--- src/rtl/gwwa_pkg.sv ---
// Shared types, codes and helpers of the greedy word-wrap aligner.
// No dependencies; gwwa_fifo, gwwa_front, gwwa_back and the top level refer to it by scoped names.
package gwwa_pkg;

  localparam int LINE_GLYPHS_DEF = 64;
  localparam int LINE_WORDS_DEF  = 32;
  localparam int FIFO_DEPTH      = 4;
  localparam int MET_W           = 18;

  typedef enum logic [1:0] {
    KIND_GLYPH   = 2'd0,
    KIND_ALIGN   = 2'd1,
    KIND_NEWLINE = 2'd2,
    KIND_EOT     = 2'd3
  } kind_t;

  typedef enum logic [1:0] {
    ALIGN_LEFT   = 2'd0,
    ALIGN_RIGHT  = 2'd1,
    ALIGN_CENTRE = 2'd2,
    ALIGN_BLOCK  = 2'd3
  } align_t;

  typedef enum logic [2:0] {
    REG_ORIGIN_X  = 3'd0,
    REG_ORIGIN_Y  = 3'd1,
    REG_FONT_SIZE = 3'd2,
    REG_MAX_LINE  = 3'd3,
    REG_SPACE_ADV = 3'd4
  } reg_idx_t;

  typedef struct packed {
    kind_t                    kind;
    logic [15:0]              code;
    logic signed [MET_W-1:0]  kern;
    logic [MET_W-1:0]         adv;
    logic                     word_end;
    align_t                   align;
  } cmd_t;

  typedef struct packed {
    logic signed [23:0] origin_x;
    logic signed [23:0] origin_y;
    logic [15:0]        font_size;
    logic [22:0]        max_len;
    logic [MET_W-1:0]   space_w;
    logic               y_load;
  } cfg_t;

  function automatic logic signed [23:0] sat24(input logic signed [39:0] v);
    logic signed [23:0] r;
    if (v > 40'sd8388607) r = 24'sh7FFFFF;
    else if (v < -40'sd8388608) r = 24'sh800000;
    else r = v[23:0];
    return r;
  endfunction

endpackage

--- src/rtl/gwwa_fifo.sv ---
// Command queue between front and back of the aligner.
// Depends on gwwa_pkg for the command type and depth.
module gwwa_fifo (
  input  logic                 clk,
  input  logic                 rst,
  input  logic                 push,
  input  gwwa_pkg::cmd_t       push_data,
  output logic                 full,
  input  logic                 pop,
  output gwwa_pkg::cmd_t       pop_data,
  output logic                 empty
);
  localparam int PW = $clog2(gwwa_pkg::FIFO_DEPTH);

  gwwa_pkg::cmd_t mem [gwwa_pkg::FIFO_DEPTH];
  logic [PW:0] wr_ptr;
  logic [PW:0] rd_ptr;

  assign empty    = (wr_ptr == rd_ptr);
  assign full     = (wr_ptr[PW-1:0] == rd_ptr[PW-1:0]) && (wr_ptr[PW] != rd_ptr[PW]);
  assign pop_data = mem[rd_ptr[PW-1:0]];

  always_ff @(posedge clk) begin
    if (rst) begin
      wr_ptr <= '0;
      rd_ptr <= '0;
    end else begin
      if (push && !full) wr_ptr <= wr_ptr + 1'b1;
      if (pop && !empty) rd_ptr <= rd_ptr + 1'b1;
    end
  end

  always_ff @(posedge clk) begin
    if (push && !full) mem[wr_ptr[PW-1:0]] <= push_data;
  end
endmodule

--- config.mk ---
export PLATFORM = sky130hd
export DESIGN_NAME = gwwa_fifo
export DESIGN_NICKNAME = d
export VERILOG_FILES = /design/src/rtl/gwwa_pkg.sv /design/src/rtl/gwwa_fifo.sv
export SDC_FILE = /design/constraint.sdc
export NUM_CORES = 1
export LEC_CHECK = 0
export BUFFER_PORTS_ARGS = -buffer_cell sky130_fd_sc_hd__buf_2
export CAP_MARGIN = 30
export CORE_MARGIN = 2
export CORE_UTILIZATION = 35
export DETAILED_ROUTE_END_ITERATION = 10
export GPL_TIMING_DRIVEN = 1
export HOLD_SLACK_MARGIN = 0.08
export SETUP_SLACK_MARGIN = 0.02
export SLEW_MARGIN = 20
export SYNTH_ARGS = -nofsm -noshare
export SYNTH_HDL_FRONTEND = slang
export SYNTH_SLANG_ARGS = --single-unit
--- constraint.sdc ---
create_clock -name clk -period 4.9 [get_ports clk]
set_clock_uncertainty 0.15 [all_clocks]
set_input_delay 0.245 -clock clk [delete_from_list [all_inputs] [get_ports clk]]
set_output_delay 0.245 -clock clk [all_outputs]
set_load 0.01 [all_outputs]
## Word level (Yosys, flattened, before mapping)

Memory sizes are Yosys's and may differ from the RTL's. A register that Yosys moved wholly into a read port is not among the register bits.
Cells that the tools add are included.

- Add/subtract/negate cells: 2
- Equal/unequal tests: 3
- Multiplexer cells: 4
- Reduce and logical (&&, ||, !) cells: 5

Operators with widths:

| cell | count |
|---|---|
| $add 3x1->3 const B | 2 |
| $mux 2 | 2 |
| $eq 3x3->1 | 1 |
| $logic_and 1x1->1 | 3 |
| $eq 2x2->1 | 1 |
| $logic_not 1->1 | 2 |
| $mux 1 | 2 |
| $ne 1x1->1 | 1 |

- Register bits: 6
- Bits in writable memories: 228
- Bits of input ports: 61
- Memories: 1

Memories:

| memory | words | bits a word | rd ports | clocked after Yosys merged registers in | wr ports | RTL line | text |
|---|---|---|---|---|---|---|---|
| mem | 4 | 57 | 1 | 1 | 1 | gwwa_fifo.sv:15 | `gwwa_pkg::cmd_t mem [gwwa_pkg::FIFO_DEPTH];` |

## Depth between registers and ports, before layout

- Depth in word-level cells: 6
- Mapped depth: 5

## Worst setup path after synthesis

No wires, ideal clock.

- Path kind: flip-flop to flip-flop
- Start point: register rd_ptr[1]
- End point: memory mem[3][0] in the netlist's numbering, enable pin
- Setup time: 0.506 ns
- Arrival time: 3.809 ns
- Data required time: 4.244 ns
- Slack: 0.436 ns
- Cell stages (with the launch flop): 4
- Path buffers: 1
- Period minus slack after synthesis: 4.464 ns
- Path through: dfxtp_1 -> clkbuf_4 -> xnor2_1 -> a31oi_1

- Longest elaborated chain between the ends: 6

RTL lines:

| what | RTL line | text |
|---|---|---|
| start: declaration | gwwa_fifo.sv:17 | `logic [PW:0] rd_ptr;` |
| start signal: assignment | gwwa_fifo.sv:29 | `if (pop && !empty) rd_ptr <= rd_ptr + 1'b1;` |
| $eq 2x2->1 | gwwa_fifo.sv:20 | `assign full = (wr_ptr[PW-1:0] == rd_ptr[PW-1:0]) && (wr_ptr[PW] != rd_ptr[PW]);` |
| $logic_and 1x1->1 | gwwa_fifo.sv:20 |  |
| $logic_not 1->1 | gwwa_fifo.sv:34 | `if (push && !full) mem[wr_ptr[PW-1:0]] <= push_data;` |
| $logic_and 1x1->1 | gwwa_fifo.sv:34 |  |
| $mux 1 | gwwa_fifo.sv:34 |  |
| $mux 1 (implied by the code) | gwwa_fifo.sv:34 |  |
| end: declaration | gwwa_fifo.sv:15 |  |

Every way passes these cells.

==> impl_results.md <==
* Max stage delay on crit path at 660 ps
* Number of synthesized flops with an enable pin at 228
* Post-detail-place hpwl at 9.28 mm
* Core Area at 24500 sq um
* Final hold violation count at 0
* Mapped Avg Cell Area at 24.1 sq um
* Deepest clock path buffer count at 3
* Ordered list of cells on the worst path: buf_16 -> buf_4 -> mux4_2 -> buf_2
* Layout Cells excl Fill at 903
* Post-route ant nets at 0
* Leak Pwr at 3.72 nW
* Worst path buffer plus inverter count at 3
* Critical Path RT at 4510 ps
* Grt total ovfl at 0
* Seq cells post-synth at 236
* Synth unique cells at 30
* Final period utilization at 0.584
* Die width at 162 microns
* # rows at 57
* Top_reg_cell synth: edfxtp_1
* Avg WL per Cell at 18.1 microns
* Worst skew pair latency at 520 ps
* Initial antenna violation count at 0
* Layout cells sized above 1 at 0.378
* CTS clk-pin slew, worst paths at 60 ps
* Crit path DAT at 2470 ps
* Worst Max-Slew Pin Slew at 893 ps
* CTS tree: built
* Initial Utilization at 0.359
* TNS Setup at 0 ps
* Remaining DRCs at 0
* Cell family with most CP delay: buffers and inverters
* Vias in the first global route at 4702
* CP Launch Type: flip-flop
* Total Routing Usage GR at 0.126
* Worst-path fanout max at 26
* Clock period minus final worst setup slack at 2860 ps
* Hold Crit Class: in -> reg
* Crit Path Class: reg -> out
* Cts bufs inserted at 25
* Clock Sinks at 236
* Final setup violating endpoints at 0
* Antenna cells at 0
* Mapped Cells at 365
* Peak VDD IR at 0.000360 V
* Post-synth ARST share at 0
* Global-route wire length before repair at 25.7 mm
* CP Capture Type: output pin
* Initial DRC count at 209
* Max Cap Violations at 0
* PwrDens at 532 nW/um^2
* Die height at 162 microns
* Outcome: completed
* Clk Tree Root Cell: clkbuf_16
* Placed cell count at 797
* Synthesized cell area at 8780 sq um
* Largest net degree at the start of global routing at 58
* Die area at 26400 sq um
* RSZ-0062 raised after global routing: no
* Yosys Warn Count at 0
* Final core occ at 0.454
* Setup Fix Bufs, Post-CTS at 0
* Fmax at 0.349 GHz
* P&R area growth vs syn at 26.6%
* Post_cts resized at 0
* I/O pin count at 120
* Final GP Congestion at 0.742
* Vias per Instance at 4.78
* Max-slew violations at 0
* CP max stage cell: dfxtp_4
* Drt first pass iters at 4
* Port bufs at 119
* DR vias at 4312
* Multi-input logic area at 1680 sq um
* Fillers at 2105
* Fin nets at 627
* Register area share after synthesis at 0.798
* FF/Latch Area at 7010 sq um
* # H-tree levels at 1
* Syn nets at 431
* CTS Hold Bufs at 61
* Worst rel slew slack at 0.405
* Post-Route WL at 16.3 mm
==> where the power goes <==
part	switching, mW	total (mW)	internal [mW]	leakage (nW)
combinational	0.760	1.48	0.716	1.20
sequential	0.157	2.73	2.57	2.16
clock	0.712	1.70	0.992	0.359
total	1.63	5.91	4.28	3.72
==> path summary, 6_finish.rpt <==
check	from	to	slack, ps	depth (start not counted)
hold reg to reg	wr_ptr[2]	wr_ptr[2]	410	2
hold / removal	push_data[55]	mem[2][55]	320	2
setup / recovery	flip-flop	pop_data[34]	2040	4
setup reg to reg	wr_ptr[1]	mem[1][44]	2440	3
==> through the flow <==
step | area [sq um] | hold WS, ps | worst slack (ps) | total power [mW]
6_report | 11100 | 324 | 2040 | 5.91
3_3_place_gp | 9730 | 305 | 2330 | 4.20
4_1_cts | 11100 | 299 | 1930 | 6.02
3_5_place_dp | 9760 | 313 | 2420 | 4.26
2_1_floorplan | 8780 | 194 | 436 | 3.69
5_1_grt | 11100 | 314 | 1820 | 6.22
==> registers in the layout (all words and copies together) (netlist names), named ones only <==
name,count
mem,228
rd_ptr,3
wr_ptr,3
==> cell usage in the layout (no fill, tap or decap), drive strengths merged, types with 3 or more instances in the layout <==
cell,n
dfxtp,8
edfxtp,228
xor2,3
inv,5
a31oi,4
and2,3
dlygate4sd3,61
clkbuf,34
o21ai,4
buf,123
nor3b,4
xnor2,3
mux4,57
nand3,3
o211ai,5
clkinv,8
nand2,5
ha,5
==> cells in the mapped netlist (4+ instances only) <==
library cell,number,area [sq um]
buf_2,5,25.0
edfxtp_1,228,6850
buf_4,4,30.0
o21ai_0,4,20.0
dfxtp_1,8,160
o211ai_1,5,37.5
inv_1,4,15.0
mux4_2,57,1280
a31oi_1,4,25.0
nor3b_1,4,30.0
ha_1,5,62.6
nand2_1,5,18.8
==> logic make-up (layout without fill, tap and decap cells) <==
| logic type | count (synthesis) | after routing | synth area share |
|---|---|---|---|
| AO/OA/AOI/OAI | 19 | 19 | 0.0147 |
| XOR/XNOR | 6 | 6 | 0.00599 |
| adder cells (fa/ha/maj) | 5 | 5 | 0.00713 |
| buffers and inverters | 19 | 233 | 0.0130 |
| flip-flops | 236 | 236 | 0.798 |
| multiplexers | 57 | 57 | 0.146 |
| AND/OR/NAND/NOR | 23 | 23 | 0.0148 |
==> layer usage <==
layer  vias to the layer above  GRT usage  part of all wire
li1                       1953          -                 -
met1                      2204      0.167              0.44
met2                       122      0.207              0.48
met3                        33     0.0300             0.060
met4                         0     0.0398             0.024
met5                         -          0                 0
==> layout make-up <==
cell class / count / share of cell area
inverter: 4 / 0.00135
tap: 324 / 0.0365
clock buffer: 34 / 0.0594
multi-input combinational: 110 / 0.151
sequential: 236 / 0.631
clock inverter: 11 / 0.00732
timing repair buffer: 184 / 0.113
Note: power is estimated with default switching activity, not from simulation.
