File: config.mk
export PLATFORM = sky130hd
export DESIGN_NAME = gwwa_front_flat
export DESIGN_NICKNAME = d
export VERILOG_FILES = /design/src/rtl/gwwa_pkg.sv /design/src/rtl/gwwa_if.sv /design/src/rtl/gwwa_front.sv /design/src/flat_wrapper.sv
export SDC_FILE = /design/constraint.sdc
export NUM_CORES = 2
export LEC_CHECK = 0
export BUFFER_PORTS_ARGS = -buffer_cell sky130_fd_sc_hd__buf_4
export CORE_ASPECT_RATIO = 0.75
export CORE_MARGIN = 3
export CORE_UTILIZATION = 63
export DETAILED_ROUTE_END_ITERATION = 8
export PLACE_DENSITY = 0.84
export SYNTH_ARGS = -nofsm -noshare
export SYNTH_HDL_FRONTEND = slang
export SYNTH_SLANG_ARGS = --single-unit
File: constraint.sdc
create_clock -name clk -period 11.79 [get_ports clk]
set_input_delay 2.358 -clock clk [delete_from_list [all_inputs] [get_ports clk]]
set_output_delay 2.358 -clock clk [all_outputs]
set_load 0.02 [all_outputs]
File: src/rtl/gwwa_pkg.sv
// Shared types, codes and helpers of the greedy word-wrap aligner.
// No dependencies; gwwa_fifo, gwwa_front, gwwa_back and the top level refer to it by scoped names.
package gwwa_pkg;

  localparam int LINE_GLYPHS_DEF = 64;
  localparam int LINE_WORDS_DEF  = 32;
  localparam int FIFO_DEPTH      = 4;
  localparam int MET_W           = 18;

  typedef enum logic [1:0] {
    KIND_GLYPH   = 2'd0,
    KIND_ALIGN   = 2'd1,
    KIND_NEWLINE = 2'd2,
    KIND_EOT     = 2'd3
  } kind_t;

  typedef enum logic [1:0] {
    ALIGN_LEFT   = 2'd0,
    ALIGN_RIGHT  = 2'd1,
    ALIGN_CENTRE = 2'd2,
    ALIGN_BLOCK  = 2'd3
  } align_t;

  typedef enum logic [2:0] {
    REG_ORIGIN_X  = 3'd0,
    REG_ORIGIN_Y  = 3'd1,
    REG_FONT_SIZE = 3'd2,
    REG_MAX_LINE  = 3'd3,
    REG_SPACE_ADV = 3'd4
  } reg_idx_t;

  typedef struct packed {
    kind_t                    kind;
    logic [15:0]              code;
    logic signed [MET_W-1:0]  kern;
    logic [MET_W-1:0]         adv;
    logic                     word_end;
    align_t                   align;
  } cmd_t;

  typedef struct packed {
    logic signed [23:0] origin_x;
    logic signed [23:0] origin_y;
    logic [15:0]        font_size;
    logic [22:0]        max_len;
    logic [MET_W-1:0]   space_w;
    logic               y_load;
  } cfg_t;

  function automatic logic signed [23:0] sat24(input logic signed [39:0] v);
    logic signed [23:0] r;
    if (v > 40'sd8388607) r = 24'sh7FFFFF;
    else if (v < -40'sd8388608) r = 24'sh800000;
    else r = v[23:0];
    return r;
  endfunction

endpackage

File: src/rtl/gwwa_if.sv
// Channel interfaces of the aligner: input items, result items, register writes.
// Plain valid/ready channels; no package dependency.
interface gwwa_in_if;
  logic               valid;
  logic               ready;
  logic [1:0]         kind;
  logic [15:0]        glyph_code;
  logic [13:0]        glyph_advance;
  logic signed [12:0] pair_kerning;
  logic               word_end;
  logic [1:0]         align_mode;
  modport source (output valid, kind, glyph_code, glyph_advance, pair_kerning, word_end,
                  align_mode, input ready);
  modport sink (input valid, kind, glyph_code, glyph_advance, pair_kerning, word_end,
                align_mode, output ready);
endinterface


interface gwwa_cfg_if;
  logic        valid;
  logic        ready;
  logic [2:0]  index;
  logic [23:0] data;
  modport source (output valid, index, data, input ready);
  modport sink (input valid, index, data, output ready);
endinterface

File: src/rtl/gwwa_front.sv
// Front of the aligner: register file, item intake, metric scaling.
// Depends on gwwa_pkg and gwwa_if; feeds gwwa_fifo.
module gwwa_front (
  input  logic            clk,
  input  logic            rst,
  gwwa_in_if.sink         items,
  gwwa_cfg_if.sink        cfg,
  output logic            push,
  output gwwa_pkg::cmd_t  push_data,
  input  logic            full,
  output gwwa_pkg::cfg_t  cfg_o
);
  localparam int MW = gwwa_pkg::MET_W;

  logic signed [23:0] origin_x;
  logic signed [23:0] origin_y;
  logic [15:0]        font_size;
  logic [22:0]        max_len;
  logic [13:0]        space_adv;
  logic [MW-1:0]      space_w;
  logic               y_load;

  logic [29:0]        adv_sum;
  logic [29:0]        space_sum;
  logic signed [30:0] kern_sum;

  assign items.ready = !full;
  assign push        = items.valid && !full;
  assign cfg.ready   = 1'b1;

  assign adv_sum   = 30'(font_size) * 30'(items.glyph_advance) + 30'd2048;
  assign space_sum = 30'(font_size) * 30'(space_adv) + 30'd2048;
  assign kern_sum  = 31'($signed({1'b0, font_size})) * 31'(items.pair_kerning) + 31'sd2048;

  always_comb begin
    push_data.kind     = gwwa_pkg::kind_t'(items.kind);
    push_data.code     = items.glyph_code;
    push_data.kern     = kern_sum[29:12];
    push_data.adv      = adv_sum[29:12];
    push_data.word_end = items.word_end;
    push_data.align    = gwwa_pkg::align_t'(items.align_mode);
  end

  assign cfg_o = '{origin_x: origin_x, origin_y: origin_y, font_size: font_size,
                   max_len: max_len, space_w: space_w, y_load: y_load};

  always_ff @(posedge clk) begin
    if (rst) begin
      origin_x  <= '0;
      origin_y  <= '0;
      font_size <= 16'd4096;
      max_len   <= 23'd163840;
      space_adv <= 14'd1024;
      space_w   <= MW'(1024);
      y_load    <= 1'b0;
    end else begin
      space_w <= space_sum[29:12];
      y_load  <= 1'b0;
      if (cfg.valid) begin
        case (gwwa_pkg::reg_idx_t'(cfg.index))
          gwwa_pkg::REG_ORIGIN_X: origin_x <= cfg.data;
          gwwa_pkg::REG_ORIGIN_Y: begin
            origin_y <= cfg.data;
            y_load   <= 1'b1;
          end
          gwwa_pkg::REG_FONT_SIZE: font_size <= cfg.data[15:0];
          gwwa_pkg::REG_MAX_LINE:  max_len   <= cfg.data[22:0];
          gwwa_pkg::REG_SPACE_ADV: space_adv <= cfg.data[13:0];
          default: ;
        endcase
      end
    end
  end
endmodule

File: src/flat_wrapper.sv
// flat-port wrapper written by rule: the top's interface ports become plain ports
module gwwa_front_flat 
  (clk, rst, push, push_data, full, cfg_o, items_valid, items_kind, items_glyph_code, items_glyph_advance, items_pair_kerning, items_word_end, items_align_mode, items_ready, cfg_valid, cfg_index, cfg_data, cfg_ready);
  gwwa_in_if items_i ();
  gwwa_cfg_if cfg_i ();
  input  logic clk;
  input  logic rst;
  output logic push;
  output gwwa_pkg::cmd_t push_data;
  input  logic full;
  output gwwa_pkg::cfg_t cfg_o;
  input wire logic [$bits(items_i.valid)-1:0] items_valid;
  input wire logic [$bits(items_i.kind)-1:0] items_kind;
  input wire logic [$bits(items_i.glyph_code)-1:0] items_glyph_code;
  input wire logic [$bits(items_i.glyph_advance)-1:0] items_glyph_advance;
  input wire logic [$bits(items_i.pair_kerning)-1:0] items_pair_kerning;
  input wire logic [$bits(items_i.word_end)-1:0] items_word_end;
  input wire logic [$bits(items_i.align_mode)-1:0] items_align_mode;
  output wire logic [$bits(items_i.ready)-1:0] items_ready;
  input wire logic [$bits(cfg_i.valid)-1:0] cfg_valid;
  input wire logic [$bits(cfg_i.index)-1:0] cfg_index;
  input wire logic [$bits(cfg_i.data)-1:0] cfg_data;
  output wire logic [$bits(cfg_i.ready)-1:0] cfg_ready;
  assign items_i.valid = items_valid;
  assign items_i.kind = items_kind;
  assign items_i.glyph_code = items_glyph_code;
  assign items_i.glyph_advance = items_glyph_advance;
  assign items_i.pair_kerning = items_pair_kerning;
  assign items_i.word_end = items_word_end;
  assign items_i.align_mode = items_align_mode;
  assign items_ready = items_i.ready;
  assign cfg_i.valid = cfg_valid;
  assign cfg_i.index = cfg_index;
  assign cfg_i.data = cfg_data;
  assign cfg_ready = cfg_i.ready;
  gwwa_front u_core (.clk(clk), .rst(rst), .items(items_i), .cfg(cfg_i), .push(push), .push_data(push_data), .full(full), .cfg_o(cfg_o));
endmodule
==> Yosys cells after proc, flatten, opt, wreduce, memory -nomap -nowiden <==
Index checks and enable logic that the tools add are counted.
{ "classes": {"n_div": 0, "addsub": 3, "eq_ne": 4, "mux": 1, "n_bitwise": 1, "n_mul": 3, "shifts": 0, "reduce_logical": 9, "magnitude_cmp": 0} }
{ "op_table": {"columns": ["op", "n"], "rows": [
  ["$add A30 B12 Y30 const B", 2],
  ["$mul A16 B14 Y30", 2],
  ["$add A30 B13 Y30 const B", 1],
  ["$mul A17 B13 Y30", 1],
  ["$reduce_and A2 Y1", 5],
  ["$eq A3 B2 Y1 const B", 2],
  ["$eq A3 B1 Y1 const B", 1],
  ["$eq A3 B3 Y1 const B", 1],
  ["$logic_not A3 Y1", 1],
  ["$reduce_or A2 Y1", 1],
  ["$logic_and A1 B1 Y1", 1],
  ["$logic_not A1 Y1", 1],
  ["$mux W1", 1],
  ["$not A1 Y1", 1]
]} }
{ "word_totals": {"latchBits": 0, "input_bits": 80, "mem_bits_rw": 0, "memories": 0, "elab_cells": 28, "out_inout_bits": 166, "romBits": 0, "ff_bits": 120} }

==> Logic depth before layout (Yosys ltp) <==
{ "depth": {"depth_word": 2, "depth_mapped": 24, "ltp_nobuf": 22} }

==> Worst setup path after synthesis <==
Ideal clock, no wire load.
{ "synth_path": {"path_type": "input to output", "from": "input items_glyph_advance[2]", "to": "output push_data[20] in the netlist's numbering", "setup_slack_ns": 1.445, "n_path_buf": 1, "t_required_ns": 9.432, "stages": 23, "arrival_ns": 7.987, "cell_sequence": "clkbuf_1 and2_1 fa_1 inv_1 fa_1 inv_1 fa_1 inv_1 fa_1 inv_1 fa_1 inv_1 fa_1 inv_1 ha_1 a21o_1 a21o_1 a22o_1 a221o_1 a211o_1 a31o_2 a21oi_2 xnor2_1"} }
{ "synth_rtl": {"columns": ["item", "line_no", "rtl"], "rows": [
  ["start, declared", "flat_wrapper.sv:15", "input wire logic [$bits(items_i.glyph_advance)-1:0] items_glyph_advance;"],
  ["end, declared", "flat_wrapper.sv:9", "output gwwa_pkg::cmd_t push_data;"]
]} }

==> results.json <==
{
  "drive_gt1_share_pct": 9.22,
  "grtUsageTotal_pct": 31.0,
  "relSlewSlack_pct": 21.5,
  "regArea_mm2": 0.00240,
  "slowest_delay_ns": 0.54,
  "start_kind": "primary input",
  "critical_path.top_delay_family": "adder cells",
  "crit_path_end_kind": "primary output",
  "maxCapViolations": 0,
  "maxSlewViolCount": 0,
  "layout-area-overhead-vs-synth_pct": 8.87,
  "tritoncts": "yes",
  "rows": 62,
  "crit_required_ns": 9.43,
  "syn-num-nets": 3739,
  "core-area_mm2": 0.0389,
  "numCtsBuffers": 17,
  "clkLatencyLatePin_ns": 0.43,
  "antenna_found_initial": 0,
  "synth_flop_cell": "dfxtp_1",
  "path_class": "primary input to primary output",
  "ant_nets": 0,
  "grt_setup_unrepaired": "no",
  "die_area_mm2": 0.0425,
  "hold_buffers": 0,
  "synth_warnings": 0,
  "grt_pass1_vias": 21300,
  "port_buffers": 202,
  "synth.distinct_cells": 54,
  "wl_per_cell_um": 18.6,
  "ff2ff_path_depth": 18,
  "syn_avg_cell_area_um2": 8.77,
  "drc": 0,
  "post_cts_buffers": 0,
  "path_buf_inv": 8,
  "die_w_um": 237,
  "grt_max_degree": 102,
  "utilization_pct": 70.6,
  "fin_nets": 3824,
  "power.leakage_nw": 14.5,
  "cts-htree-levels": 4,
  "hold_ws_ns": 0.457,
  "cts_buffer_depth": 2,
  "hold_violations": 0,
  "total_power_mw": 1.70,
  "nFillCells": 2792,
  "status": "completed",
  "initial_core_util_pct": 64.9,
  "cpMaxStageDelayCell": "fa_1",
  "diodes": 0,
  "worstMarginPinSlew_ns": 1.18,
  "vdd_drop_max_uv": 90.8,
  "clkTransAtPathRegs_ns": 0.07,
  "synth_edf_count": 0,
  "synth_cells": 2875,
  "hpwl_um": 49400,
  "hold_depth": 2,
  "vias": 19900,
  "pin_count": 246,
  "grt_overflow": 0,
  "synth_seq_cells": 120,
  "routabilityCongestion": 0.895,
  "fmax_mhz": 93.6,
  "routed_wl_um": 64700,
  "period_share_pct": 90.6,
  "worstPathCellList": "buf_4 > and2_1 > fa_1 > inv_1 > fa_1 > inv_1 > fa_1 > inv_1 > fa_1 > inv_1 > fa_1 > inv_1 > fa_1 > inv_1 > ha_1 > a21o_1 > a21o_1 > a22o_1 > a221o_1 > a211o_1 > a31o_2 > a21oi_2 > xnor2_1 > buf_4",
  "firstDrtPassIters": 6,
  "setup_viol": 0,
  "hold_path.class": "flop to flop",
  "arrival_ns": 8.33,
  "clock_sinks": 120,
  "grt_pass1_wl_um": 106000,
  "cts_resized": 0,
  "drt_iter0_drc": 1558,
  "powerDensity_mw_per_mm2": 62.0,
  "die_y_um": 179,
  "crit_cells": 24,
  "clock_skew_ns": 0.0189,
  "viasPerCell": 5.71,
  "period_needed_ns": 10.69,
  "clockRootBuffer": "clkbuf_16",
  "synth_seq_area_share_pct": 9.53,
  "async_reset_ff_share_pct": 0,
  "syn-cell-area_mm2": 0.0252,
  "fin_setup_tns_ns": 0,
  "multi_input_area_mm2": 0.0202,
  "path_max_fanout": 16
}
[cell usage after synthesis, drive strengths merged, types with 3 or more instances]
| master | instances | area, um2 |
|---|---|---|
| a211oi | 7 | 52.6 |
| buf | 31 | 204 |
| a31oi | 3 | 18.8 |
| and2 | 348 | 2180 |
| a21bo | 3 | 30.0 |
| and3 | 6 | 37.5 |
| fa | 486 | 9730 |
| nand3b | 5 | 37.5 |
| xnor2 | 31 | 272 |
| a21o | 20 | 150 |
| nand2b | 11 | 68.8 |
| o21bai | 5 | 37.5 |
| nand4 | 11 | 68.8 |
| inv | 519 | 1950 |
| nor3 | 13 | 65.1 |
| clkbuf | 130 | 488 |
| nand2 | 510 | 1910 |
| a21oi | 144 | 724 |
| o21a | 12 | 90.1 |
| o211ai | 5 | 37.5 |
| dfxtp | 120 | 2400 |
| and4 | 3 | 26.3 |
| ha | 298 | 3730 |
| nor3b | 3 | 22.5 |
| nor2 | 56 | 210 |
| mux2 | 5 | 56.3 |
| a221oi | 3 | 26.3 |
| o21ai | 22 | 114 |
| nand3 | 11 | 55.1 |
| nor2b | 16 | 100 |
| xor2 | 12 | 105 |
[path summary, 6_finish.rpt]
kind	startpoint	to	slack, ns
hold reg to reg	u_core.origin_x[21]	u_core.origin_x[21]	0.46
setup reg to reg	u_core.font_size[10]	u_core.space_w[16]	4.74
setup / recovery	items_glyph_advance[2]	push_data[20]	1.10
hold / removal	u_core.origin_x[21]	u_core.origin_x[21]	0.46
[power by group]
part | internal (mW) | switching [mW] | leakage [nW]
clock | 0.281 | 0.233 | 0.275
sequential | 0.414 | 0.0140 | 0.971
combinational | 0.315 | 0.446 | 13.3
total | 1.01 | 0.693 | 14.5
[cells by family after synthesis]
logic type	Yosys count	share of synthesized area, %
flip-flops	120	9.53
AND/OR/NAND/NOR	998	19.1
other	1	0.0149
AO/OA/AOI/OAI	242	5.73
multiplexers	7	0.303
XOR/XNOR	43	1.49
adder cells (fa/ha/maj)	784	53.4
buffers and inverters	680	10.5
[layout by cell type (no fill, tap or decap), drive strengths merged, types with 12 or more instances in the layout]
| cell | n |
|---|---|
| a21o | 20 |
| a21oi | 144 |
| and2 | 348 |
| buf | 227 |
| clkbuf | 17 |
| dfxtp | 120 |
| fa | 486 |
| ha | 298 |
| inv | 528 |
| nand2 | 510 |
| nor2 | 56 |
| nor2b | 16 |
| nor3 | 13 |
| o21a | 12 |
| o21ai | 22 |
| xnor2 | 31 |
| xor2 | 12 |
[registers in the layout, summed over array words and instances, names as in the netlist]
signal,flops
u_core.origin_y,24
u_core.space_w,18
u_core.font_size,16
u_core.origin_x,24
u_core.space_adv,14
u_core.y_load,1
u_core.max_len,23
[layer usage]
metal / vias to the layer above / share of wire [%] / wire [um] / track usage, %
met5: - / 0 / 0 / 0
met4: 0 / 2.7 / 1730 / 9.19
met3: 162 / 9.7 / 6260 / 6.55
met2: 1009 / 47 / 30600 / 51.2
met1: 9903 / 40 / 26100 / 41.7
li1: 8834 / - / - / -
[layout make-up]
| cell class | instances | area share, % |
|---|---|---|
| clock buffer | 17 | 1.55 |
| timing repair buffer | 227 | 6.21 |
| inverter | 519 | 7.10 |
| multi-input combinational | 2075 | 73.5 |
| clock inverter | 15 | 0.556 |
| tap | 512 | 2.33 |
| sequential | 120 | 8.75 |
[worst register-to-register path, delay by kind of cell (launching register included)]
family / cells / cell delay (ns)
multiplexers: 1 / 0.35
AND/OR/NAND/NOR: 1 / 0.13
buffers and inverters: 2 / 0.51
flip-flops: 1 / 1.10
adder cells (fa/ha/maj): 7 / 3.53
AO/OA/AOI/OAI: 7 / 1.34
[stage by stage]
stage / setup WS, ns / std cells / area, um2
after floorplan: 1.45 / 2875 / 25200
after global placement: 1.18 / 3453 / 26900
after detailed placement: 1.10 / 3453 / 26900
after CTS: 1.10 / 3485 / 27500
after global routing: 0.798 / 3485 / 27500
final: 1.10 / 3485 / 27500
(Power assumes the default switching activity.)
