<file path="config.mk">
export PLATFORM = sky130hd
export DESIGN_NAME = gwwa_back_flat
export DESIGN_NICKNAME = d
export VERILOG_FILES = /design/src/rtl/gwwa_pkg.sv /design/src/rtl/gwwa_if.sv /design/src/rtl/gwwa_div.sv /design/src/rtl/gwwa_back.sv /design/src/flat_wrapper.sv
export SDC_FILE = /design/constraint.sdc
export NUM_CORES = 2
export LEC_CHECK = 0
export BUFFER_PORTS_ARGS = -buffer_cell sky130_fd_sc_hd__buf_2
export CORE_UTILIZATION = 45
export CTS_CLUSTER_DIAMETER = 40
export DETAILED_ROUTE_END_ITERATION = 8
export SLEW_MARGIN = 10
export SYNTH_ARGS = -nofsm -noshare
export SYNTH_HDL_FRONTEND = slang
export SYNTH_HIERARCHICAL = 1
export SYNTH_SLANG_ARGS = --single-unit
</file>
<file path="constraint.sdc">
create_clock -name clk -period 10.95 [get_ports clk]
set_input_delay 0.5475 -clock clk [delete_from_list [all_inputs] [get_ports clk]]
set_output_delay 0.5475 -clock clk [all_outputs]
set_load 0.02 [all_outputs]
</file>
<file path="src/rtl/gwwa_pkg.sv">
// Shared types, codes and helpers of the greedy word-wrap aligner.
// No dependencies; gwwa_fifo, gwwa_front, gwwa_back and the top level refer to it by scoped names.
package gwwa_pkg;

  localparam int LINE_GLYPHS_DEF = 64;
  localparam int LINE_WORDS_DEF  = 32;
  localparam int FIFO_DEPTH      = 4;
  localparam int MET_W           = 18;

  typedef enum logic [1:0] {
    KIND_GLYPH   = 2'd0,
    KIND_ALIGN   = 2'd1,
    KIND_NEWLINE = 2'd2,
    KIND_EOT     = 2'd3
  } kind_t;

  typedef enum logic [1:0] {
    ALIGN_LEFT   = 2'd0,
    ALIGN_RIGHT  = 2'd1,
    ALIGN_CENTRE = 2'd2,
    ALIGN_BLOCK  = 2'd3
  } align_t;

  typedef enum logic [2:0] {
    REG_ORIGIN_X  = 3'd0,
    REG_ORIGIN_Y  = 3'd1,
    REG_FONT_SIZE = 3'd2,
    REG_MAX_LINE  = 3'd3,
    REG_SPACE_ADV = 3'd4
  } reg_idx_t;

  typedef struct packed {
    kind_t                    kind;
    logic [15:0]              code;
    logic signed [MET_W-1:0]  kern;
    logic [MET_W-1:0]         adv;
    logic                     word_end;
    align_t                   align;
  } cmd_t;

  typedef struct packed {
    logic signed [23:0] origin_x;
    logic signed [23:0] origin_y;
    logic [15:0]        font_size;
    logic [22:0]        max_len;
    logic [MET_W-1:0]   space_w;
    logic               y_load;
  } cfg_t;

  function automatic logic signed [23:0] sat24(input logic signed [39:0] v);
    logic signed [23:0] r;
    if (v > 40'sd8388607) r = 24'sh7FFFFF;
    else if (v < -40'sd8388608) r = 24'sh800000;
    else r = v[23:0];
    return r;
  endfunction

endpackage

</file>
<file path="src/rtl/gwwa_if.sv">


interface gwwa_out_if;
  logic               valid;
  logic               ready;
  logic [15:0]        out_glyph;
  logic signed [23:0] pos_x;
  logic signed [23:0] pos_y;
  logic               line_last;
  logic               overflow_flag;
  modport source (output valid, out_glyph, pos_x, pos_y, line_last, overflow_flag,
                  input ready);
  modport sink (input valid, out_glyph, pos_x, pos_y, line_last, overflow_flag,
                output ready);
endinterface


</file>
<file path="src/rtl/gwwa_div.sv">
// Serial restoring divider for the block-alignment gap, one quotient bit a cycle.
// Signed dividend, unsigned divisor, quotient truncated toward zero. No dependencies.
module gwwa_div #(
  parameter int NW = 25,
  parameter int DW = 6
) (
  input  logic                clk,
  input  logic                rst,
  input  logic                start,
  input  logic signed [NW-1:0] dividend,
  input  logic [DW-1:0]       divisor,
  output logic                done,
  output logic signed [NW:0]  quot
);
  localparam int CW = $clog2(NW + 1);

  logic [NW-1:0] quo;
  logic [DW-1:0] rem;
  logic [DW-1:0] dvs;
  logic [CW-1:0] cnt;
  logic          busy;
  logic          neg;
  logic [DW:0]   rem_sh;
  logic          take;

  assign rem_sh = {rem, quo[NW-1]};
  assign take   = (rem_sh >= {1'b0, dvs});
  assign quot   = neg ? -$signed((NW+1)'(quo)) : $signed((NW+1)'(quo));

  always_ff @(posedge clk) begin
    if (rst) begin
      busy <= 1'b0;
      done <= 1'b0;
      cnt  <= '0;
    end else begin
      done <= 1'b0;
      if (start) begin
        busy <= 1'b1;
        cnt  <= CW'(NW);
        neg  <= dividend[NW-1];
        quo  <= dividend[NW-1] ? NW'(-dividend) : NW'(dividend);
        rem  <= '0;
        dvs  <= divisor;
      end else if (busy) begin
        rem <= take ? DW'(rem_sh - {1'b0, dvs}) : DW'(rem_sh);
        quo <= {quo[NW-2:0], take};
        cnt <= cnt - 1'b1;
        if (cnt == CW'(1)) begin
          busy <= 1'b0;
          done <= 1'b1;
        end
      end
    end
  end
endmodule

</file>
<file path="src/rtl/gwwa_back.sv">
// Back of the aligner: word and line bookkeeping, glyph ring buffer, line emission.
// Depends on gwwa_pkg, gwwa_if and gwwa_div.
module gwwa_back #(
  parameter int LINE_GLYPHS = gwwa_pkg::LINE_GLYPHS_DEF,
  parameter int LINE_WORDS  = gwwa_pkg::LINE_WORDS_DEF
) (
  input  logic            clk,
  input  logic            rst,
  input  gwwa_pkg::cfg_t  cfg,
  input  gwwa_pkg::cmd_t  cmd,
  input  logic            cmd_valid,
  output logic            pop,
  gwwa_out_if.source      results
);
  localparam int AW   = $clog2(LINE_GLYPHS);
  localparam int P    = 1 << AW;
  localparam int GCW  = $clog2(LINE_GLYPHS + 1);
  localparam int WAW  = $clog2(LINE_WORDS);
  localparam int WCW  = $clog2(LINE_WORDS + 1);
  localparam int XW   = 34;
  localparam int GAPW = 27;

  typedef enum logic [3:0] {
    S_IDLE, S_EXEC, S_FW, S_POST, S_EL, S_DIV, S_EMRD, S_EMADV, S_EMOUT, S_ELFIN, S_EOT
  } state_t;

  state_t             state;
  gwwa_pkg::cmd_t     cmd_q;
  logic [GCW-1:0]     glyph_count;
  logic [GCW-1:0]     word_start;
  logic [WCW-1:0]     word_count;
  logic [AW-1:0]      base;
  logic signed [23:0] cww;
  logic signed [23:0] line;
  logic signed [23:0] y;
  gwwa_pkg::align_t   align;
  logic               sticky;
  logic               place_pend;
  logic signed [23:0] pend_w;
  logic [GCW-1:0]     ei;
  logic [WAW-1:0]     wi;
  logic signed [XW-1:0]   x_run;
  logic signed [GAPW-1:0] gap;

  logic [15:0]        g_code [P];
  logic signed [23:0] g_off [P];
  logic               g_first [P];
  logic signed [23:0] ww [LINE_WORDS];
  logic [15:0]        code_q;
  logic signed [23:0] off_q;
  logic               first_q;
  logic signed [23:0] ww_q;

  logic               g_we;
  logic [AW-1:0]      g_waddr;
  logic               ww_we;
  logic [WAW-1:0]     ww_waddr;
  logic signed [23:0] ww_wdata;
  logic               rd_en;
  logic [AW-1:0]      rd_addr;

  logic signed [23:0] k_sum;
  logic signed [23:0] w1;
  logic signed [23:0] w2;
  logic signed [26:0] fit_sum;
  logic signed [26:0] max_ext;
  logic               fits;
  logic               word_ok;
  logic signed [23:0] line_add;
  logic signed [24:0] slack;
  logic signed [24:0] slack_adj;
  logic signed [24:0] half;
  logic signed [24:0] x0;
  logic signed [XW-1:0] x_adv;
  logic signed [23:0] x_out;
  logic signed [23:0] y_step;
  logic               div_start;
  logic               div_done;
  logic signed [25:0] quot;

  assign k_sum    = gwwa_pkg::sat24(40'(cww) + 40'(cmd_q.kern));
  assign w1       = (cww != 24'sd0) ? k_sum : cww;
  assign w2       = gwwa_pkg::sat24(40'(w1) + 40'(cmd_q.adv));
  assign fit_sum  = 27'(line) + 27'(cfg.space_w) + 27'(cww);
  assign max_ext  = 27'(cfg.max_len);
  assign fits     = fit_sum < max_ext;
  assign word_ok  = (word_count == '0) || (fits && (word_count < WCW'(LINE_WORDS)));
  assign line_add = gwwa_pkg::sat24(40'(line) + 40'(cww) + 40'(cfg.space_w));
  assign slack    = 25'(cfg.max_len) - 25'(line);
  assign slack_adj = slack + 25'(slack[24]);
  assign half     = slack_adj >>> 1;
  assign x_adv    = x_run + XW'(ww_q) + XW'(gap);
  assign x_out    = gwwa_pkg::sat24(40'(x_run) + 40'(off_q));
  assign y_step   = gwwa_pkg::sat24(40'(y) - 40'(cfg.font_size));

  always_comb begin
    case (align)
      gwwa_pkg::ALIGN_RIGHT:  x0 = slack;
      gwwa_pkg::ALIGN_CENTRE: x0 = half;
      default:                x0 = 25'(cfg.origin_x);
    endcase
  end

  assign pop       = (state == S_IDLE) && cmd_valid;
  assign div_start = (state == S_EL) && (word_count > WCW'(1))
                     && (align == gwwa_pkg::ALIGN_BLOCK);

  assign g_we     = (state == S_EXEC) && (cmd_q.kind == gwwa_pkg::KIND_GLYPH)
                    && (glyph_count < GCW'(LINE_GLYPHS));
  assign g_waddr  = base + glyph_count[AW-1:0];
  assign ww_we    = ((state == S_FW) && (glyph_count > word_start) && word_ok)
                    || ((state == S_ELFIN) && place_pend);
  assign ww_waddr = (state == S_ELFIN) ? '0 : word_count[WAW-1:0];
  assign ww_wdata = (state == S_ELFIN) ? pend_w : cww;
  assign rd_en    = (state == S_EMRD);
  assign rd_addr  = base + ei[AW-1:0];

  gwwa_div #(.NW(25), .DW(WCW)) u_div (
    .clk      (clk),
    .rst      (rst),
    .start    (div_start),
    .dividend (slack),
    .divisor  (word_count - WCW'(1)),
    .done     (div_done),
    .quot     (quot)
  );

  always_ff @(posedge clk) begin
    if (g_we) begin
      g_code[g_waddr]  <= cmd_q.code;
      g_off[g_waddr]   <= w1;
      g_first[g_waddr] <= (glyph_count == word_start);
    end
    if (ww_we) ww[ww_waddr] <= ww_wdata;
    if (rd_en) begin
      code_q  <= g_code[rd_addr];
      off_q   <= g_off[rd_addr];
      first_q <= g_first[rd_addr];
      ww_q    <= ww[wi];
    end
  end

  always_ff @(posedge clk) begin
    if (rst) begin
      state         <= S_IDLE;
      glyph_count   <= '0;
      word_start    <= '0;
      word_count    <= '0;
      base          <= '0;
      cww           <= '0;
      line          <= '0;
      y             <= '0;
      align         <= gwwa_pkg::ALIGN_LEFT;
      sticky        <= 1'b0;
      place_pend    <= 1'b0;
      results.valid <= 1'b0;
    end else begin
      if (results.valid && results.ready) results.valid <= 1'b0;
      if (cfg.y_load) y <= cfg.origin_y;
      case (state)
        S_IDLE: begin
          if (cmd_valid) begin
            cmd_q <= cmd;
            state <= S_EXEC;
          end
        end
        S_EXEC: begin
          case (cmd_q.kind)
            gwwa_pkg::KIND_GLYPH: begin
              if (glyph_count >= GCW'(LINE_GLYPHS)) begin
                sticky <= 1'b1;
              end else begin
                glyph_count <= glyph_count + 1'b1;
                cww         <= w2;
              end
              state <= cmd_q.word_end ? S_FW : S_IDLE;
            end
            gwwa_pkg::KIND_ALIGN: begin
              align <= cmd_q.align;
              state <= S_IDLE;
            end
            default: state <= S_FW;
          endcase
        end
        S_FW: begin
          cww   <= '0;
          state <= S_POST;
          if (glyph_count > word_start) begin
            if (word_count == '0) begin
              line       <= cww;
              word_count <= WCW'(1);
              word_start <= glyph_count;
            end else if (fits) begin
              if (word_count >= WCW'(LINE_WORDS)) begin
                glyph_count <= word_start;
                sticky      <= 1'b1;
              end else begin
                line       <= line_add;
                word_count <= word_count + 1'b1;
                word_start <= glyph_count;
              end
            end else begin
              pend_w     <= cww;
              place_pend <= 1'b1;
              state      <= S_EL;
            end
          end
        end
        S_POST: begin
          case (cmd_q.kind)
            gwwa_pkg::KIND_NEWLINE: state <= S_EL;
            gwwa_pkg::KIND_EOT:     state <= (word_count != '0) ? S_EL : S_EOT;
            default:                state <= S_IDLE;
          endcase
        end
        S_EL: begin
          ei    <= '0;
          wi    <= '0;
          x_run <= XW'(x0);
          gap   <= GAPW'(cfg.space_w);
          if (word_count == '0) state <= S_ELFIN;
          else if (div_start) state <= S_DIV;
          else state <= S_EMRD;
        end
        S_DIV: begin
          if (div_done) begin
            gap   <= GAPW'(cfg.space_w) + GAPW'(quot);
            state <= S_EMRD;
          end
        end
        S_EMRD: state <= S_EMADV;
        S_EMADV: begin
          if ((ei != '0) && first_q) begin
            x_run <= x_adv;
            wi    <= wi + 1'b1;
          end
          state <= S_EMOUT;
        end
        S_EMOUT: begin
          if (!results.valid || results.ready) begin
            results.valid         <= 1'b1;
            results.out_glyph     <= code_q;
            results.pos_x         <= x_out;
            results.pos_y         <= y;
            results.line_last     <= (ei == word_start - GCW'(1));
            results.overflow_flag <= sticky;
            if (ei == word_start - GCW'(1)) begin
              state <= S_ELFIN;
            end else begin
              ei    <= ei + 1'b1;
              state <= S_EMRD;
            end
          end
        end
        S_ELFIN: begin
          y <= y_step;
          if (word_count != '0) begin
            base        <= base + word_start[AW-1:0];
            glyph_count <= glyph_count - word_start;
            word_start  <= '0;
            word_count  <= '0;
            line        <= '0;
          end
          if (place_pend) begin
            place_pend <= 1'b0;
            line       <= pend_w;
            word_count <= WCW'(1);
            word_start <= glyph_count - word_start;
            state      <= S_POST;
          end else begin
            state <= (cmd_q.kind == gwwa_pkg::KIND_EOT) ? S_EOT : S_IDLE;
          end
        end
        S_EOT: begin
          glyph_count <= '0;
          word_start  <= '0;
          y           <= cfg.origin_y;
          align       <= gwwa_pkg::ALIGN_LEFT;
          sticky      <= 1'b0;
          state       <= S_IDLE;
        end
        default: state <= S_IDLE;
      endcase
    end
  end
endmodule

</file>
<file path="src/flat_wrapper.sv">
// flat-port wrapper written by rule: the top's interface ports become plain ports
module gwwa_back_flat 
#(
  parameter int LINE_GLYPHS = gwwa_pkg::LINE_GLYPHS_DEF,
  parameter int LINE_WORDS  = gwwa_pkg::LINE_WORDS_DEF
)
  (clk, rst, cfg, cmd, cmd_valid, pop, results_valid, results_out_glyph, results_pos_x, results_pos_y, results_line_last, results_overflow_flag, results_ready);
  gwwa_out_if results_i ();
  input  logic clk;
  input  logic rst;
  input  gwwa_pkg::cfg_t cfg;
  input  gwwa_pkg::cmd_t cmd;
  input  logic cmd_valid;
  output logic pop;
  output wire logic [$bits(results_i.valid)-1:0] results_valid;
  output wire logic [$bits(results_i.out_glyph)-1:0] results_out_glyph;
  output wire logic [$bits(results_i.pos_x)-1:0] results_pos_x;
  output wire logic [$bits(results_i.pos_y)-1:0] results_pos_y;
  output wire logic [$bits(results_i.line_last)-1:0] results_line_last;
  output wire logic [$bits(results_i.overflow_flag)-1:0] results_overflow_flag;
  input wire logic [$bits(results_i.ready)-1:0] results_ready;
  assign results_valid = results_i.valid;
  assign results_out_glyph = results_i.out_glyph;
  assign results_pos_x = results_i.pos_x;
  assign results_pos_y = results_i.pos_y;
  assign results_line_last = results_i.line_last;
  assign results_overflow_flag = results_i.overflow_flag;
  assign results_i.ready = results_ready;
  gwwa_back #(.LINE_GLYPHS(LINE_GLYPHS), .LINE_WORDS(LINE_WORDS)) u_core (.clk(clk), .rst(rst), .cfg(cfg), .cmd(cmd), .cmd_valid(cmd_valid), .pop(pop), .results(results_i));
endmodule
</file>
After elaboration in Yosys (flattened, before gate mapping). Memory sizes are Yosys's and may differ from the RTL's. A register that Yosys moved wholly into a read port is not among the register bits. Cells that the tools add are included.

Multiply operators: 0. Reductions and logical operators: 51. Bitwise operators: 4. Shifts and indexed selects: 0. $add $sub $neg: 27. Equal/unequal tests: 37. Muxes and demuxes: 102. Div/mod/pow operators: 0. $lt $le $gt $ge: 18.

Operators with widths (number): 24-bit 2-to-1 mux (20); 40-bit by 24-bit > comparator with 1-bit output, second input constant (5); 40-bit by 24-bit < comparator with 1-bit output, second input constant (5); 24-bit case mux with 2 select lines (3); 7-bit 2-to-1 mux (13); 25-bit 2-to-1 mux (3); 34-bit case mux with 2 select lines (1); 27-bit case mux with 2 select lines (1); 24-bit by 19-bit adder with 25-bit output (2); 25-bit case mux with 2 select lines (1); 6-bit 2-to-1 mux (8); 40-bit by 18-bit adder with 40-bit output (1); 4-bit 2-to-1 mux (10); 4-bit case mux with 10 select lines (1); 34-bit by 24-bit adder with 35-bit output (1); 34-bit by 24-bit adder with 34-bit output (1); 34-bit by 27-bit adder with 34-bit output (1); 34-bit 2-to-1 mux (1); 7-bit case mux with 4 select lines (1); 19-bit by 26-bit adder with 27-bit output (1); 27-bit by 24-bit < comparator with 1-bit output (1); 27-bit 2-to-1 mux (1); 25-bit by 24-bit adder with 26-bit output (1); 26-bit 2-to-1 mux (1); 67 further kinds (155).

Memories: 4. Bits in latches: 0. Register bits: 372. Memory bits (read-only): 0. Word-level logic and storage cells: 279. RAM bits: 3392.

Memory list: u_core.g_off (words 64, width 24, rd ports 1, clocked after Yosys merged registers in 1, wr ports 1, line gwwa_back.sv:46) `logic signed [23:0] g_off [P];`; u_core.g_code (words 64, width 16, rd ports 1, clocked after Yosys merged registers in 1, wr ports 1, line gwwa_back.sv:45) `logic [15:0] g_code [P];`; u_core.ww (words 32, width 24, rd ports 1, clocked after Yosys merged registers in 1, wr ports 1, line gwwa_back.sv:48) `logic signed [23:0] ww [LINE_WORDS];`; u_core.g_first (words 64, width 1, rd ports 1, clocked after Yosys merged registers in 1, wr ports 1, line gwwa_back.sv:47) `logic g_first [P];`.

Longest topological paths before layout.
Word-level depth: 12. Gate-level depth with buffers: 26. Gate-level depth less buffers: 25.

Hierarchy. Netlist, hierarchy kept.

By module, submodules not included: gwwa_back (sequential area each 112558.0 um^2, area each 157947.7 um^2, cells each 8156, times used 1); gwwa_div (sequential area each 1281.2 um^2, area each 3095.5 um^2, cells each 326, times used 1).

Worst setup path before layout. No wires, ideal clock.

Path type: register to register. From: register u_core.cww[0]. To: register u_core.cww[13]. Setup slack: 3.075 ns. Setup time: 0.091 ns. Required time: 10.859 ns. Arrival time: 7.784 ns. Stages on the path, launching flop included: 26. Path buffers: 3. Cells stage by stage: dfxtp_1 -> ha_1 -> inv_1 -> fa_1 -> nand2b_1 -> a21o_1 -> a211o_1 -> a21oi_1 -> a211o_1 -> a22o_1 -> clkbuf_1 -> buf_1 -> nand2_1 -> a21oi_1 -> ha_1 -> a41oi_1 -> o21ai_0 -> a21oi_1 -> a32o_1 -> nor3_1 -> a2111oi_0 -> nor3_1 -> a2111oi_1 -> a21oi_2 -> buf_2 -> a311oi_1.

Cells in the longest elaborated chain, start to end: 12. Elaborated cells on any way between the ends: 15. Those cells by class: 2 x add/sub; 4 x order compare; 8 x mux; 1 x reduce/logical.

Ends and longest elaborated chain: from (decl) (line gwwa_back.sv:33) `logic signed [23:0] cww;`; from (signal assigned) (line gwwa_back.sv:174) `cww <= w2;`; 24-bit by 18-bit adder with 25-bit output (line gwwa_back.sv:81) `assign k_sum = gwwa_pkg::sat24(40'(cww) + 40'(cmd_q.kern));`; 40-bit by 24-bit < comparator with 1-bit output (line gwwa_pkg.sv:53) `else if (v < -40'sd8388608) r = 24'sh800000;`; 24-bit 2-to-1 mux (line gwwa_pkg.sv:53); 24-bit 2-to-1 mux (line gwwa_pkg.sv:52) `if (v > 40'sd8388607) r = 24'sh7FFFFF;`; 24-bit 2-to-1 mux (*) (line gwwa_back.sv:82) `assign w1 = (cww != 24'sd0) ? k_sum : cww;`; named net u_core.w1[8] (line gwwa_back.sv:63) `logic signed [23:0] w1;`; 24-bit by 19-bit adder with 25-bit output (*) (line gwwa_back.sv:83) `assign w2 = gwwa_pkg::sat24(40'(w1) + 40'(cmd_q.adv));`; 40-bit by 24-bit < comparator with 1-bit output (line gwwa_pkg.sv:53); 24-bit 2-to-1 mux (line gwwa_pkg.sv:53); 24-bit 2-to-1 mux (*) (line gwwa_pkg.sv:52); 24-bit 2-to-1 mux (*) (line gwwa_back.sv:170) `if (glyph_count >= GCW'(LINE_GLYPHS)) begin`; 24-bit 2-to-1 mux (*) (line gwwa_back.sv:168) `case (cmd_q.kind)`; 24-bit case mux with 2 select lines (*) (line gwwa_back.sv:160) `case (state)`.

The timed path passes the listed nets; every way through them passes the cells marked *. The select of a mux whose other input is x is not followed. A chain may end at the register's enable or synchronous reset.

Worst setup path in the final report.
From: register u_core.cww[0]. To: register u_core.cww[1].

Same word-level chain as after synthesis.

==> results.yml <==
power:
  power_switching_w: 0.008382
  p_per_area_nw_per_um2: 192.9
  clock_power_share_pct: 47.4
  p_seq_share_pct: 46.1
  p_int_w: 0.02805
  p_comb_share_pct: 6.5
  switching_share_pct: 23.01
  p_leak_nw: 62.19
  peakVddDrop_mv: 0.1691
critical_path:
  critPathSlowestCell: "a21oi_4"
  path_max_fanout: 35
  reg2reg_from: "u_core/cww[0]"
  critPathLaunchType: "register"
  rr_endpoint: "u_core/cww[1]"
  crit_path_max_incr_delay_ps: 900
  timing.critical_path.cells: "ha_1, inv_1, fa_1, nand2b_1, a21o_1, a211o_1, a21oi_1, a211o_1, and2_1, nand2_2, a21oi_4, ha_1, a211oi_1, o21ai_1, a21oi_1, a32o_1, nor3_1, a2111oi_0, a21oi_1, a21oi_2, nor2_2, a221o_1"
  crit_buf_inv: 1
  critical_path_arrival_ps: 9320
  crit_family: "compound AO/OA/AOI/OAI gates"
  cp_common_cell: "a21oi_1"
  end_kind: "register"
  reg2reg_slack_ps: 2470
  worstSetupPathType: "reg2reg"
  r2r_cells: 22
  cp.required_ps: 11800
layout:
  layout_common_cells: "edfxtp_1, mux4_2, clkbuf_16, a21oi_1, nand2_1"
  seqCellArea_um2: 113800
  multi_input_area_um2: 46130
  drive_gt1_share_pct: 27.23
  fill_cells: 27666
  layout_commonest_cell: "edfxtp_1"
  syn_to_final_growth_pct: 17.29
  fin_nets: 9703
  utilization_pct: 53.07
hold_path:
  min_path_cells: 3
  hold_class: "in2reg"
  holdPathEnd: "u_core/x_run[6]"
  hold_path.startpoint: "cfg[88]"
die:
  die_area_um2: 360300
  coreArea_um2: 355900
  initial_core_util_pct: 45.24
  die_w_um: 600.2
  io-pin-count: 235
  row_count: 219
  die_y_um: 600.2
placed_design:
  hpwl_um: 274400
  gp_congestion: 0.9126
  portBuffers: 234
sta:
  fin_skew_ps: 110.4
  min_period_ps: 8478
  setup_viol: 0
  period_share_pct: 77.43
  relSlewSlack_pct: 12.59
  fin_setup_tns_ps: 0
  tightest_slew_ps: 1308
  max_freq_mhz: 118.0
  maxSlewViolCount: 0
  timing.final.hold_violations: 0
  rsz0062_at_grt: "false"
global_routing:
  grt.total_usage_pct: 25.64
  grt-ovfl-total: 0
  antenna_found_initial: 16
  grt_max_degree: 135
  grt_pass1_wl_um: 654600
  grt_pass1_vias: 88046
clock_network:
  post_cts_buffers: 0
  root_buffer: "clkbuf_16"
  ctsResizeCount: 0
  cts_buffers: 521
  cts.sinks: 3829
  cts_hold_buf: 118
  cts_tree: "done"
  cts.path.max_buffers: 4
  clk_pin_slew_ps: 50
  ctsHtreeMaxLevel: 6
  insertion_delay_ps: 1020
logic_synthesis:
  synth.distinct_cells: 110
  syn_avg_cell_area_um2: 18.99
  syn-instance-count: 8482
  ys_seq_area_share_pct: 70.69
  synth_edf_count: 3715
  netlist_area_um2: 161000
  synthesis.nets: 8976
  ys_warn_count: 6
  synth_ff_type: "edfxtp_1"
  ys_async_sr_fraction_pct: 0
  ys_ff_latch: 3829
route:
  dr.first_iter.drc_count: 10054
  vias_per_cell: 6.132
  vias: 88277
  avgRoutedWirePerCell_um: 32.34
  drt_drc_violations_left: 70
  drtPass1Iterations: 9
  routed_wl_um: 465600
  ant_nets: 0
status:
  violations: "DRC"
  outcome: "finished with violations"
job:
  cap_violations: 0
power by group through the flow:
| stage | registers, W | clock network, W | logic (W) |
|---|---|---|---|
| 2_1_floorplan | 0.0171 | 0 | 0.00124 |
| 6_report | 0.0168 | 0.0173 | 0.00236 |
| 3_3_place_gp | 0.0171 | 0 | 0.00222 |
| 3_5_place_dp | 0.0171 | 0 | 0.00230 |
| 5_1_grt | 0.0168 | 0.0181 | 0.00252 |
| 4_1_cts | 0.0168 | 0.0175 | 0.00234 |
metrics by stage:
stage | hold WS (ps) | setup slack, ps | power [W] | cell area [um^2] | instances
floorplan | 400.3 | 3075 | 0.01838 | 161000 | 8482
global placement | 408.4 | 2768 | 0.01931 | 169800 | 13319
detailed placement | 404.5 | 2565 | 0.01940 | 169800 | 13319
CTS | 1.423 | 2524 | 0.03665 | 188800 | 14380
global route | 40.01 | 1799 | 0.03743 | 188900 | 14384
finish | 92.63 | 2472 | 0.03643 | 188900 | 14395
worst reg2reg max path, cell delays in order, from the launching register on:
cell	delay [ps]
dfxtp_1	580
ha_1	300
inv_1	80
fa_1	390
nand2b_1	210
a21o_1	210
a211o_1	330
a21oi_1	290
a211o_1	330
and2_1	300
nand2_2	630
a21oi_4	910
ha_1	390
a211oi_1	330
o21ai_1	150
a21oi_1	370
a32o_1	290
nor3_1	70
a2111oi_0	860
a21oi_1	170
a21oi_2	690
nor2_2	170
a221o_1	300
layer usage:
layer | vias up | part of all wire, % | GRT usage [%]
li1 | 36535 | - | -
met1 | 47079 | 41 | 35.52
met2 | 3965 | 49 | 42.12
met3 | 698 | 7.1 | 3.784
met4 | 0 | 3.2 | 7.963
met5 | - | 0 | 0
registers in the layout (all words and copies together) (netlist names), 16 cells and up:
name / flops
u_core/results.pos_x: 24
u_core/code_q: 16
u_core/ww_q: 24
u_core/gap: 27
u_core/off_q: 24
u_core/cww: 24
u_core/results.pos_y: 24
u_core/ww: 768
u_core/pend_w: 24
u_core/g_first: 64
u_core/y: 24
u_core/x_run: 34
u_core/cmd_q: 57
u_core/results.out_glyph: 16
u_core/line: 24
u_core/g_code: 1024
u_core/g_off: 1536
u_core/u_div/quo: 25
cell families (layout without fill, tap and decap cells):
kind of cell	Yosys count	after routing	synth area share, %
buf+inv	572	1719	1.343
flops	3829	3829	70.69
compound gates	1114	1114	4.574
mux	1144	1144	15.37
fa+ha+maj	327	327	2.839
simple gates	1221	1221	3.672
other cells	0	15	0
xor+xnor	275	275	1.510
worst max path at each step:
| stage | from | to | slack, ps | depth (start not counted) |
|---|---|---|---|---|
| 6_report | u_core/cww[0] | u_core/cww[1] | 2470 | 22 |
| 5_1_grt | u_core/cww[15] | u_core/cww[1] | 1800 | 19 |
| 4_1_cts | u_core/cww[15] | u_core/cww[1] | 2520 | 19 |
| 3_5_place_dp | u_core/cww[15] | u_core/cww[22] | 2560 | 19 |
| 3_3_place_gp | u_core/cww[2] | u_core/cww[20] | 2770 | 20 |
| 2_1_floorplan | u_core/cww[0] | u_core/cww[13] | 3080 | 25 |
layout make-up:
class                   instances  share of cell area, %
flip-flops and latches       3829                  60.27
multi-input cells            4081                  24.42
clock buffers                 594                  7.188
well taps                    4751                  3.147
repair buffers                601                  2.316
clock inverters               349                  2.289
inverters                     175                 0.3478
diodes                         15                0.01987
cells in the mapped netlist, drive strengths merged (49+ instances only):
library cell | number | area [um^2]
edfxtp | 3715 | 111600
mux4 | 1060 | 23870
nor2 | 383 | 1440
a21oi | 343 | 1724
nand2 | 308 | 1159
clkbuf | 283 | 1065
ha | 263 | 3291
o21ai | 198 | 1017
inv | 174 | 653.1
xnor2 | 172 | 1521
a211oi | 115 | 885.8
buf | 114 | 441.7
dfxtp | 114 | 2282
xor2 | 103 | 909.6
a21o | 94 | 705.7
nor3 | 84 | 425.4
nand3 | 78 | 390.4
nor2b | 71 | 444.2
fa | 64 | 1281
mux2i | 58 | 593.1
nor4 | 49 | 336.6
Note: power is estimated with default switching activity, not from simulation.
